==> src/design/rld_pkg.sv <==
// ----------------------------------------------------------------------------
// rld_pkg
// Shared widths, register indexes, reset windows and queue entry type for the
// resistor ladder key decoder.
// ----------------------------------------------------------------------------
package rld_pkg;

    localparam int SAMPLE_BITS    = 10;
    localparam int WINDOW_BITS    = 2 * SAMPLE_BITS;
    localparam int CFG_INDEX_BITS = 3;
    localparam int KEY_COUNT      = 5;
    localparam int CODE_BITS      = 3;
    localparam int QUEUE_DEPTH    = 4;
    localparam int QUEUE_PTR_BITS = $clog2(QUEUE_DEPTH);
    localparam int QUEUE_CNT_BITS = $clog2(QUEUE_DEPTH + 1);

    // register indexes
    localparam logic [CFG_INDEX_BITS-1:0] REG_MODE_WINDOW        = 3'd0;
    localparam logic [CFG_INDEX_BITS-1:0] REG_ARROW_UP_WINDOW    = 3'd1;
    localparam logic [CFG_INDEX_BITS-1:0] REG_ARROW_DOWN_WINDOW  = 3'd2;
    localparam logic [CFG_INDEX_BITS-1:0] REG_VOLUME_UP_WINDOW   = 3'd3;
    localparam logic [CFG_INDEX_BITS-1:0] REG_VOLUME_DOWN_WINDOW = 3'd4;

    // key positions, in event order
    localparam int KEY_MODE        = 0;
    localparam int KEY_VOLUME_UP   = 1;
    localparam int KEY_VOLUME_DOWN = 2;
    localparam int KEY_ARROW_UP    = 3;
    localparam int KEY_ARROW_DOWN  = 4;

    localparam logic [WINDOW_BITS-1:0] RST_MODE_WINDOW =
        WINDOW_BITS'((1023 << SAMPLE_BITS) | 1014);
    localparam logic [WINDOW_BITS-1:0] RST_ARROW_UP_WINDOW =
        WINDOW_BITS'((1023 << SAMPLE_BITS) | 1014);
    localparam logic [WINDOW_BITS-1:0] RST_ARROW_DOWN_WINDOW =
        WINDOW_BITS'((769 << SAMPLE_BITS) | 764);
    localparam logic [WINDOW_BITS-1:0] RST_VOLUME_UP_WINDOW =
        WINDOW_BITS'((511 << SAMPLE_BITS) | 503);
    localparam logic [WINDOW_BITS-1:0] RST_VOLUME_DOWN_WINDOW =
        WINDOW_BITS'((250 << SAMPLE_BITS) | 243);

    typedef logic [KEY_COUNT-1:0] key_mask_t;

    typedef struct packed {
        key_mask_t changed;
        key_mask_t keys;
    } scan_entry_t;

endpackage

==> src/design/rld_front.sv <==
// ----------------------------------------------------------------------------
// rld_front
// Accepts scans, holds the key windows, classifies both samples into a key
// mask and queues the changed keys of each scan.
// ----------------------------------------------------------------------------
module rld_front (
    input  logic                               clk,
    input  logic                               rst_n,
    input  logic                               in_valid,
    output logic                               in_stall,
    input  logic [rld_pkg::SAMPLE_BITS-1:0]    wheel_sample_a,
    input  logic [rld_pkg::SAMPLE_BITS-1:0]    wheel_sample_b,
    input  logic                               cfg_wr_en,
    input  logic [rld_pkg::CFG_INDEX_BITS-1:0] cfg_index,
    input  logic [rld_pkg::WINDOW_BITS-1:0]    cfg_data,
    input  logic                               queue_full,
    output logic                               push,
    output rld_pkg::scan_entry_t               push_entry
);
    import rld_pkg::*;

    logic [WINDOW_BITS-1:0] mode_window_reg;
    logic [WINDOW_BITS-1:0] arrow_up_window_reg;
    logic [WINDOW_BITS-1:0] arrow_down_window_reg;
    logic [WINDOW_BITS-1:0] volume_up_window_reg;
    logic [WINDOW_BITS-1:0] volume_down_window_reg;
    key_mask_t              prev_keys_reg;
    key_mask_t              prev_keys_next;
    key_mask_t              keys;
    logic                   accept;
    logic                   hit_mode;
    logic                   hit_up;
    logic                   hit_down;
    logic                   hit_vup;
    logic                   hit_vdn;

    function automatic logic in_window(input logic [SAMPLE_BITS-1:0] sample,
                                       input logic [WINDOW_BITS-1:0] window);
        logic [SAMPLE_BITS-1:0] lo;
        logic [SAMPLE_BITS-1:0] hi;
        lo = window[SAMPLE_BITS-1:0];
        hi = window[WINDOW_BITS-1:SAMPLE_BITS];
        return (sample >= lo) && (sample <= hi);
    endfunction

    assign in_stall = queue_full;
    assign accept   = in_valid && !queue_full;

    assign hit_mode = in_window(wheel_sample_b, mode_window_reg);
    assign hit_vdn  = in_window(wheel_sample_a, volume_down_window_reg);
    assign hit_vup  = !hit_vdn && in_window(wheel_sample_a, volume_up_window_reg);
    assign hit_down = !hit_vdn && !hit_vup
                      && in_window(wheel_sample_a, arrow_down_window_reg);
    assign hit_up   = !hit_vdn && !hit_vup && !hit_down
                      && in_window(wheel_sample_a, arrow_up_window_reg);

    always_comb
    begin
        keys                  = '0;
        keys[KEY_MODE]        = hit_mode;
        keys[KEY_VOLUME_UP]   = hit_vup;
        keys[KEY_VOLUME_DOWN] = hit_vdn;
        keys[KEY_ARROW_UP]    = hit_up;
        keys[KEY_ARROW_DOWN]  = hit_down;
    end

    assign push_entry.changed = keys ^ prev_keys_reg;
    assign push_entry.keys    = keys;
    assign push               = accept && (push_entry.changed != '0);
    assign prev_keys_next     = accept ? keys : prev_keys_reg;

    always_ff @(posedge clk or negedge rst_n)
    begin
        if (!rst_n)
        begin
            prev_keys_reg <= '0;
        end
        else
        begin
            prev_keys_reg <= prev_keys_next;
        end
    end

    always_ff @(posedge clk or negedge rst_n)
    begin
        if (!rst_n)
        begin
            mode_window_reg        <= RST_MODE_WINDOW;
            arrow_up_window_reg    <= RST_ARROW_UP_WINDOW;
            arrow_down_window_reg  <= RST_ARROW_DOWN_WINDOW;
            volume_up_window_reg   <= RST_VOLUME_UP_WINDOW;
            volume_down_window_reg <= RST_VOLUME_DOWN_WINDOW;
        end
        else if (cfg_wr_en)
        begin
            unique case (cfg_index)
                REG_MODE_WINDOW:        mode_window_reg        <= cfg_data;
                REG_ARROW_UP_WINDOW:    arrow_up_window_reg    <= cfg_data;
                REG_ARROW_DOWN_WINDOW:  arrow_down_window_reg  <= cfg_data;
                REG_VOLUME_UP_WINDOW:   volume_up_window_reg   <= cfg_data;
                REG_VOLUME_DOWN_WINDOW: volume_down_window_reg <= cfg_data;
                default: ;
            endcase
        end
    end

endmodule

==> src/design/rld_queue.sv <==
// ----------------------------------------------------------------------------
// rld_queue
// Short first-in first-out queue of classified scans between the front and
// the event generator.
// ----------------------------------------------------------------------------
module rld_queue (
    input  logic                 clk,
    input  logic                 rst_n,
    input  logic                 push,
    input  rld_pkg::scan_entry_t push_entry,
    input  logic                 pop,
    output rld_pkg::scan_entry_t head_entry,
    output logic                 full,
    output logic                 empty
);
    import rld_pkg::*;

    scan_entry_t               slot_reg [QUEUE_DEPTH];
    logic [QUEUE_PTR_BITS-1:0] wr_ptr_reg;
    logic [QUEUE_PTR_BITS-1:0] rd_ptr_reg;
    logic [QUEUE_CNT_BITS-1:0] count_reg;
    logic [QUEUE_CNT_BITS-1:0] count_next;

    assign full       = (count_reg == QUEUE_CNT_BITS'(QUEUE_DEPTH));
    assign empty      = (count_reg == '0);
    assign head_entry = slot_reg[rd_ptr_reg];

    always_comb
    begin
        count_next = count_reg;
        if (push && !pop)
        begin
            count_next = count_reg + 1'b1;
        end
        else if (pop && !push)
        begin
            count_next = count_reg - 1'b1;
        end
    end

    always_ff @(posedge clk or negedge rst_n)
    begin
        if (!rst_n)
        begin
            wr_ptr_reg <= '0;
            rd_ptr_reg <= '0;
            count_reg  <= '0;
        end
        else
        begin
            if (push)
            begin
                wr_ptr_reg <= wr_ptr_reg + 1'b1;
            end
            if (pop)
            begin
                rd_ptr_reg <= rd_ptr_reg + 1'b1;
            end
            count_reg <= count_next;
        end
    end

    always_ff @(posedge clk)
    begin
        if (push)
        begin
            slot_reg[wr_ptr_reg] <= push_entry;
        end
    end

    a_no_overflow: assert property (@(posedge clk) disable iff (!rst_n)
        !(push && full))
        else $error("push into full queue");

    a_no_underflow: assert property (@(posedge clk) disable iff (!rst_n)
        !(pop && empty))
        else $error("pop from empty queue");

endmodule

==> src/design/rld_back.sv <==
// ----------------------------------------------------------------------------
// rld_back
// Takes queued scans and emits one press or release event per cycle while
// out_stall is low, in key order, through an output register; marks the last
// event of each scan.
module rld_back (
    input  logic                          clk,
    input  logic                          rst_n,
    input  rld_pkg::scan_entry_t          head_entry,
    input  logic                          empty,
    output logic                          pop,
    output logic                          out_valid,
    input  logic                          out_stall,
    output logic [rld_pkg::CODE_BITS-1:0] button_code,
    output logic                          pressed,
    output logic                          last_event
);
    import rld_pkg::*;

    key_mask_t              pend_reg;
    key_mask_t              pend_next;
    key_mask_t              keys_reg;
    key_mask_t              keys_next;
    logic                   out_valid_reg;
    logic                   out_valid_next;
    logic [CODE_BITS-1:0]   code_reg;
    logic                   pressed_reg;
    logic                   last_reg;
    logic                   out_free;
    logic                   have_work;
    key_mask_t              src_mask;
    key_mask_t              src_keys;
    key_mask_t              remaining;
    logic [CODE_BITS-1:0]   sel;

    assign out_free  = !out_valid_reg || !out_stall;
    assign have_work = (pend_reg != '0) || !empty;
    assign pop       = out_free && (pend_reg == '0) && !empty;
    assign src_mask  = (pend_reg != '0) ? pend_reg : head_entry.changed;
    assign src_keys  = (pend_reg != '0) ? keys_reg : head_entry.keys;

    always_comb
    begin
        sel = '0;
        for (int k = KEY_COUNT - 1; k >= 0; k--)
        begin
            if (src_mask[k])
            begin
                sel = CODE_BITS'(k);
            end
        end
    end

    assign remaining = src_mask & ~(KEY_COUNT'(1) << sel);

    always_comb
    begin
        pend_next      = pend_reg;
        keys_next      = keys_reg;
        out_valid_next = out_valid_reg && out_stall;
        if (out_free && have_work)
        begin
            pend_next      = remaining;
            keys_next      = src_keys;
            out_valid_next = 1'b1;
        end
    end

    always_ff @(posedge clk or negedge rst_n)
    begin
        if (!rst_n)
        begin
            pend_reg      <= '0;
            out_valid_reg <= 1'b0;
        end
        else
        begin
            pend_reg      <= pend_next;
            out_valid_reg <= out_valid_next;
        end
    end

    always_ff @(posedge clk)
    begin
        keys_reg <= keys_next;
        if (out_free && have_work)
        begin
            code_reg    <= sel;
            pressed_reg <= src_keys[sel];
            last_reg    <= (remaining == '0);
        end
    end

    assign out_valid   = out_valid_reg;
    assign button_code = code_reg;
    assign pressed     = pressed_reg;
    assign last_event  = last_reg;

    a_pending_shown: assert property (@(posedge clk) disable iff (!rst_n)
        (pend_reg != '0) |-> out_valid_reg)
        else $error("events pending without a shown transaction");

    a_not_last_has_more: assert property (@(posedge clk) disable iff (!rst_n)
        (out_valid_reg && !last_reg) |-> (pend_reg != '0))
        else $error("event not marked last but nothing pending");

    a_code_range: assert property (@(posedge clk) disable iff (!rst_n)
        out_valid_reg |-> (code_reg <= CODE_BITS'(KEY_COUNT - 1)))
        else $error("button code out of range");

    a_pop_only_idle: assert property (@(posedge clk) disable iff (!rst_n)
        pop |-> (pend_reg == '0))
        else $error("scan taken while previous scan still pending");

endmodule

==> src/design/resistor_ladder_key_decoder.sv <==
// ----------------------------------------------------------------------------
// resistor_ladder_key_decoder
// Steering-wheel key decoder: classifies two ladder samples per scan into a
// five-key mask and emits a press or release transaction per changed key.
// ----------------------------------------------------------------------------
// A scan is taken whenever the four-entry scan queue has room; its window
// compares and the change mask are worked out in the cycle it is taken. The
// event generator then sends one transaction per changed key, one per cycle
// while out_stall is low, in the order mode, volume up, volume down, arrow
// up, arrow down, the last marked by last_event; a scan with no change sends
// nothing. The sustained rate is set by the single output register. The
// first event of a scan is registered in a queue slot and then in the output
// register. Window registers are written through cfg_wr_en, cfg_index and
// cfg_data; an unknown index is ignored.
module resistor_ladder_key_decoder (
    input  logic                               clk,
    input  logic                               rst_n,
    input  logic                               in_valid,
    output logic                               in_stall,
    input  logic [rld_pkg::SAMPLE_BITS-1:0]    wheel_sample_a,
    input  logic [rld_pkg::SAMPLE_BITS-1:0]    wheel_sample_b,
    output logic                               out_valid,
    input  logic                               out_stall,
    output logic [rld_pkg::CODE_BITS-1:0]      button_code,
    output logic                               pressed,
    output logic                               last_event,
    input  logic                               cfg_wr_en,
    input  logic [rld_pkg::CFG_INDEX_BITS-1:0] cfg_index,
    input  logic [rld_pkg::WINDOW_BITS-1:0]    cfg_data
);
    import rld_pkg::*;

    logic        push;
    logic        pop;
    logic        queue_full;
    logic        queue_empty;
    scan_entry_t push_entry;
    scan_entry_t head_entry;

    rld_front u_front (
        .clk            (clk),
        .rst_n          (rst_n),
        .in_valid       (in_valid),
        .in_stall       (in_stall),
        .wheel_sample_a (wheel_sample_a),
        .wheel_sample_b (wheel_sample_b),
        .cfg_wr_en      (cfg_wr_en),
        .cfg_index      (cfg_index),
        .cfg_data       (cfg_data),
        .queue_full     (queue_full),
        .push           (push),
        .push_entry     (push_entry)
    );

    rld_queue u_queue (
        .clk        (clk),
        .rst_n      (rst_n),
        .push       (push),
        .push_entry (push_entry),
        .pop        (pop),
        .head_entry (head_entry),
        .full       (queue_full),
        .empty      (queue_empty)
    );

    rld_back u_back (
        .clk         (clk),
        .rst_n       (rst_n),
        .head_entry  (head_entry),
        .empty       (queue_empty),
        .pop         (pop),
        .out_valid   (out_valid),
        .out_stall   (out_stall),
        .button_code (button_code),
        .pressed     (pressed),
        .last_event  (last_event)
    );

endmodule

==> config.mk <==
export PLATFORM = sky130hd
export DESIGN_NAME = resistor_ladder_key_decoder
export DESIGN_NICKNAME = d
export VERILOG_FILES = /design/src/design/rld_pkg.sv /design/src/design/rld_front.sv /design/src/design/rld_queue.sv /design/src/design/rld_back.sv /design/src/design/resistor_ladder_key_decoder.sv
export SDC_FILE = /design/constraint.sdc
export NUM_CORES = 1
export LEC_CHECK = 0
export BUFFER_PORTS_ARGS = -buffer_cell sky130_fd_sc_hd__buf_2
export CAP_MARGIN = 25
export CORE_ASPECT_RATIO = 1.2
export CORE_MARGIN = 2
export CORE_UTILIZATION = 45
export DETAILED_ROUTE_END_ITERATION = 12
export PLACE_DENSITY = 0.6
export SYNTH_ARGS = -nofsm -noshare
export SYNTH_HDL_FRONTEND = slang
export SYNTH_SLANG_ARGS = --single-unit
==> constraint.sdc <==
create_clock -name clk -period 4.55 [get_ports clk]
set_input_delay 0.91 -clock clk [delete_from_list [all_inputs] [get_ports clk]]
set_output_delay 0.91 -clock clk [all_outputs]
set_load 0.02 [all_outputs]
==> reports/metrics.yaml <==
layout:
  fin_cells: 1187
  antenna_cells: 0
  layout-drive-gt1-share: 0.269
  largest_reg_flops: 40
  synthToLayoutAreaGrowth_pct: 12.9
  final_nets: 1063
  fillCellCount: 1835
  utilization: 0.518
timing:
  timing.final.max_slew_violations: 0
  fin_skew_ps: 15.4
  whs_ps: 503
  period_share: 0.889
  fin_crit_ps: 4040
  max_freq_mhz: 247
  finalSetupViolations: 0
  relSlewSlack: 0.386
  fin_setup_tns_ps: 0
  hold_viol: 0
  worst_pin_slew_ps: 922
  rsz0062_at_grt: "false"
global_route:
  grt_pass1_vias: 6283
  grt-ovfl-total: 0
  grt.total_usage: 0.208
  grt_pass1_wl_um: 34300
  antenna_found_initial: 0
  grt_max_degree: 67
power_and_ir_drop:
  power_frac_seq: 0.407
  p_comb_frac: 0.341
  total_leakage_power_uw: 0.00462
  p_per_area_nw_per_um2: 553
  power_switching_uw: 1960
  p_int_uw: 3860
  power.share.clock: 0.252
  ir_drop_mv: 0.358
  swShare: 0.337
  power_uw: 5820
place:
  dp.cells: 1155
  portBuffers: 54
  hpwl_um: 15700
  gp_congestion: 0.834
worst_setup_path:
  required_ps: 4910
  rr_worst_depth: 16
  path_cells: "buf_2 > ha_1 > a21o_1 > a21o_1 > a2111oi_0 > o211a_1 > o21a_1 > a31oi_1 > o211a_1 > nor2_1 > ha_1 > inv_1 > fa_1 > xor2_1 > nor2_1 > xor2_1"
  cp-endpoint: "u_queue.count_reg[2]"
  cp_num_buf_inv: 2
  r2r_end: "u_queue.count_reg[2]"
  cp_top_family: "compound AO/OA/AOI/OAI gates"
  end_kind: "flop"
  startpoint: "wheel_sample_a[3]"
  crit_slowest_cell: "a2111oi_0"
  r2r_setup_slack_ps: 690
  cp_max_fo: 8
  reg2reg_from: "u_front.arrow_up_window_reg[13]"
  critPathLaunchType: "primary input"
  slowest_delay_ps: 580
  worstSetupPathDepth: 16
  cp.arrival_ps: 4410
  crit_type: "in2reg"
routing:
  antenna_left: 0
  wirelength_um: 21100
  dr.pass1.iters: 4
  vias: 6254
  drc: 0
  vias_per_cell: 5.27
  wl_per_cell_um: 17.8
  first_iter_violations: 280
logic_synthesis:
  yosys.cell_count.top_type: "nand2_1"
  yosys.area.top_type: "dfstp_2"
  seq_area_frac_synth: 0.488
  synth_flop_cell: "dfstp_2"
  syn_area_um2: 9320
  synth_nets: 1003
  synth_top_cell_area_share: 0.211
  synth_common_cells: "nand2_1, inv_1, ha_1, o21ai_0, dfstp_2"
  synth_enable_flop_cells: 50
  synth_area_leaders: "dfstp_2, edfxtp_1, ha_1, dfrtp_1, nand2_1"
  ys_ff_latch: 168
  synth_cell_types: 65
  yosysWarnings: 0
  synthArstFlopShare: 0.702
  synth_area_per_cell_um2: 11.0
  netlist_instances: 849
cts:
  postCtsSetupBuffers: 0
  clk_pin_slew_worst_paths_ps: 70
  clock-sinks: 168
  cts_tree: "yes"
  cts_buffers: 17
  clk_latency_ps: 440
  clk_path_buf_depth: 2
  cts_hold_buf: 0
  ctsResizeCount: 0
  h-tree-depth: 4
  clockRootBuffer: "clkbuf_16"
status:
  status: "finished clean"
floorplanning:
  dieHeight_um: 162
  dieArea_um2: 21900
  row_count: 57
  ios: 55
  core_region_area_um2: 20300
  start_util: 0.459
  die_w_um: 135
worst_hold_path:
  min_path_type: "reg2reg"
job:
  cap_violations: 0
-- metal layers --
metal | track usage | share of wire | vias to the layer above
li1 | - | - | 3112
met1 | 0.272 | 0.45 | 3008
met2 | 0.353 | 0.50 | 102
met3 | 0.0340 | 0.029 | 32
met4 | 0.0672 | 0.022 | 0
met5 | 0 | 0 | -
-- power groups by stage --
stage | registers, uW | clock network (uW) | logic, uW
2_1_floorplan | 2340 | 0 | 1530
6_report | 2370 | 1470 | 1980
3_3_place_gp | 2390 | 0 | 1960
5_1_grt | 2430 | 1550 | 2240
4_1_cts | 2380 | 1490 | 2010
3_5_place_dp | 2410 | 0 | 2000
-- cells by family (layout without fill, tap and decap cells) --
logic type / count (synthesis) / after routing / synth area share
DFF: 168 / 168 / 0.488
adders and majority gates: 106 / 106 / 0.143
and+or+nand+nor: 196 / 196 / 0.102
buffers and inverters: 131 / 204 / 0.0539
muxes: 45 / 45 / 0.0664
AOI/OAI and AO/OA: 195 / 195 / 0.139
xor gates and xnor gates: 8 / 8 / 0.00752
-- cell type report --
class / count / area, um^2 / share of cell area
flip-flops and latches: 168 / 4550 / 0.432
multi-input cells: 550 / 4290 / 0.407
clock buffers: 20 / 479 / 0.0455
inverters: 108 / 405 / 0.0385
repair buffers: 64 / 348 / 0.0331
well taps: 265 / 332 / 0.0315
clock inverters: 12 / 124 / 0.0118
-- cells in the final DEF, fill, tap and decap left out, drive strengths merged, types with 6 or more instances in the layout --
cell type,instances
nand2,115
inv,115
ha,105
o21ai,94
dfstp,75
buf,64
edfxtp,50
dfrtp,43
mux2,35
a21oi,34
clkbuf,20
nor2,15
a21o,14
nand2b,13
nand4,12
mux4,10
o211ai,9
a211oi,8
nor3,8
and3,6
o31ai,6
-- worst min-delay path by stage --
stage / from / to / cells after the start
2_1_floorplan: u_queue.count_reg[2] / u_queue.count_reg[2] / 1
3_3_place_gp: u_queue.count_reg[2] / u_queue.count_reg[2] / 1
3_5_place_dp: u_front.volume_up_window_reg[9] / u_front.volume_up_window_reg[9] / 1
4_1_cts: u_front.arrow_down_window_reg[5] / u_front.arrow_down_window_reg[5] / 2
5_1_grt: u_front.arrow_down_window_reg[3] / u_front.arrow_down_window_reg[3] / 2
6_report: u_queue.count_reg[2] / u_queue.count_reg[2] / 1
-- through the flow --
stage               cell area (um^2)  setup WS (ps)
floorplan                       9320            749
global placement                9920            220
detailed placement              9920           37.0
CTS                            10500            484
global route                   10500            216
finish                         10500            506
Note: power is estimated with default switching activity, not from simulation.
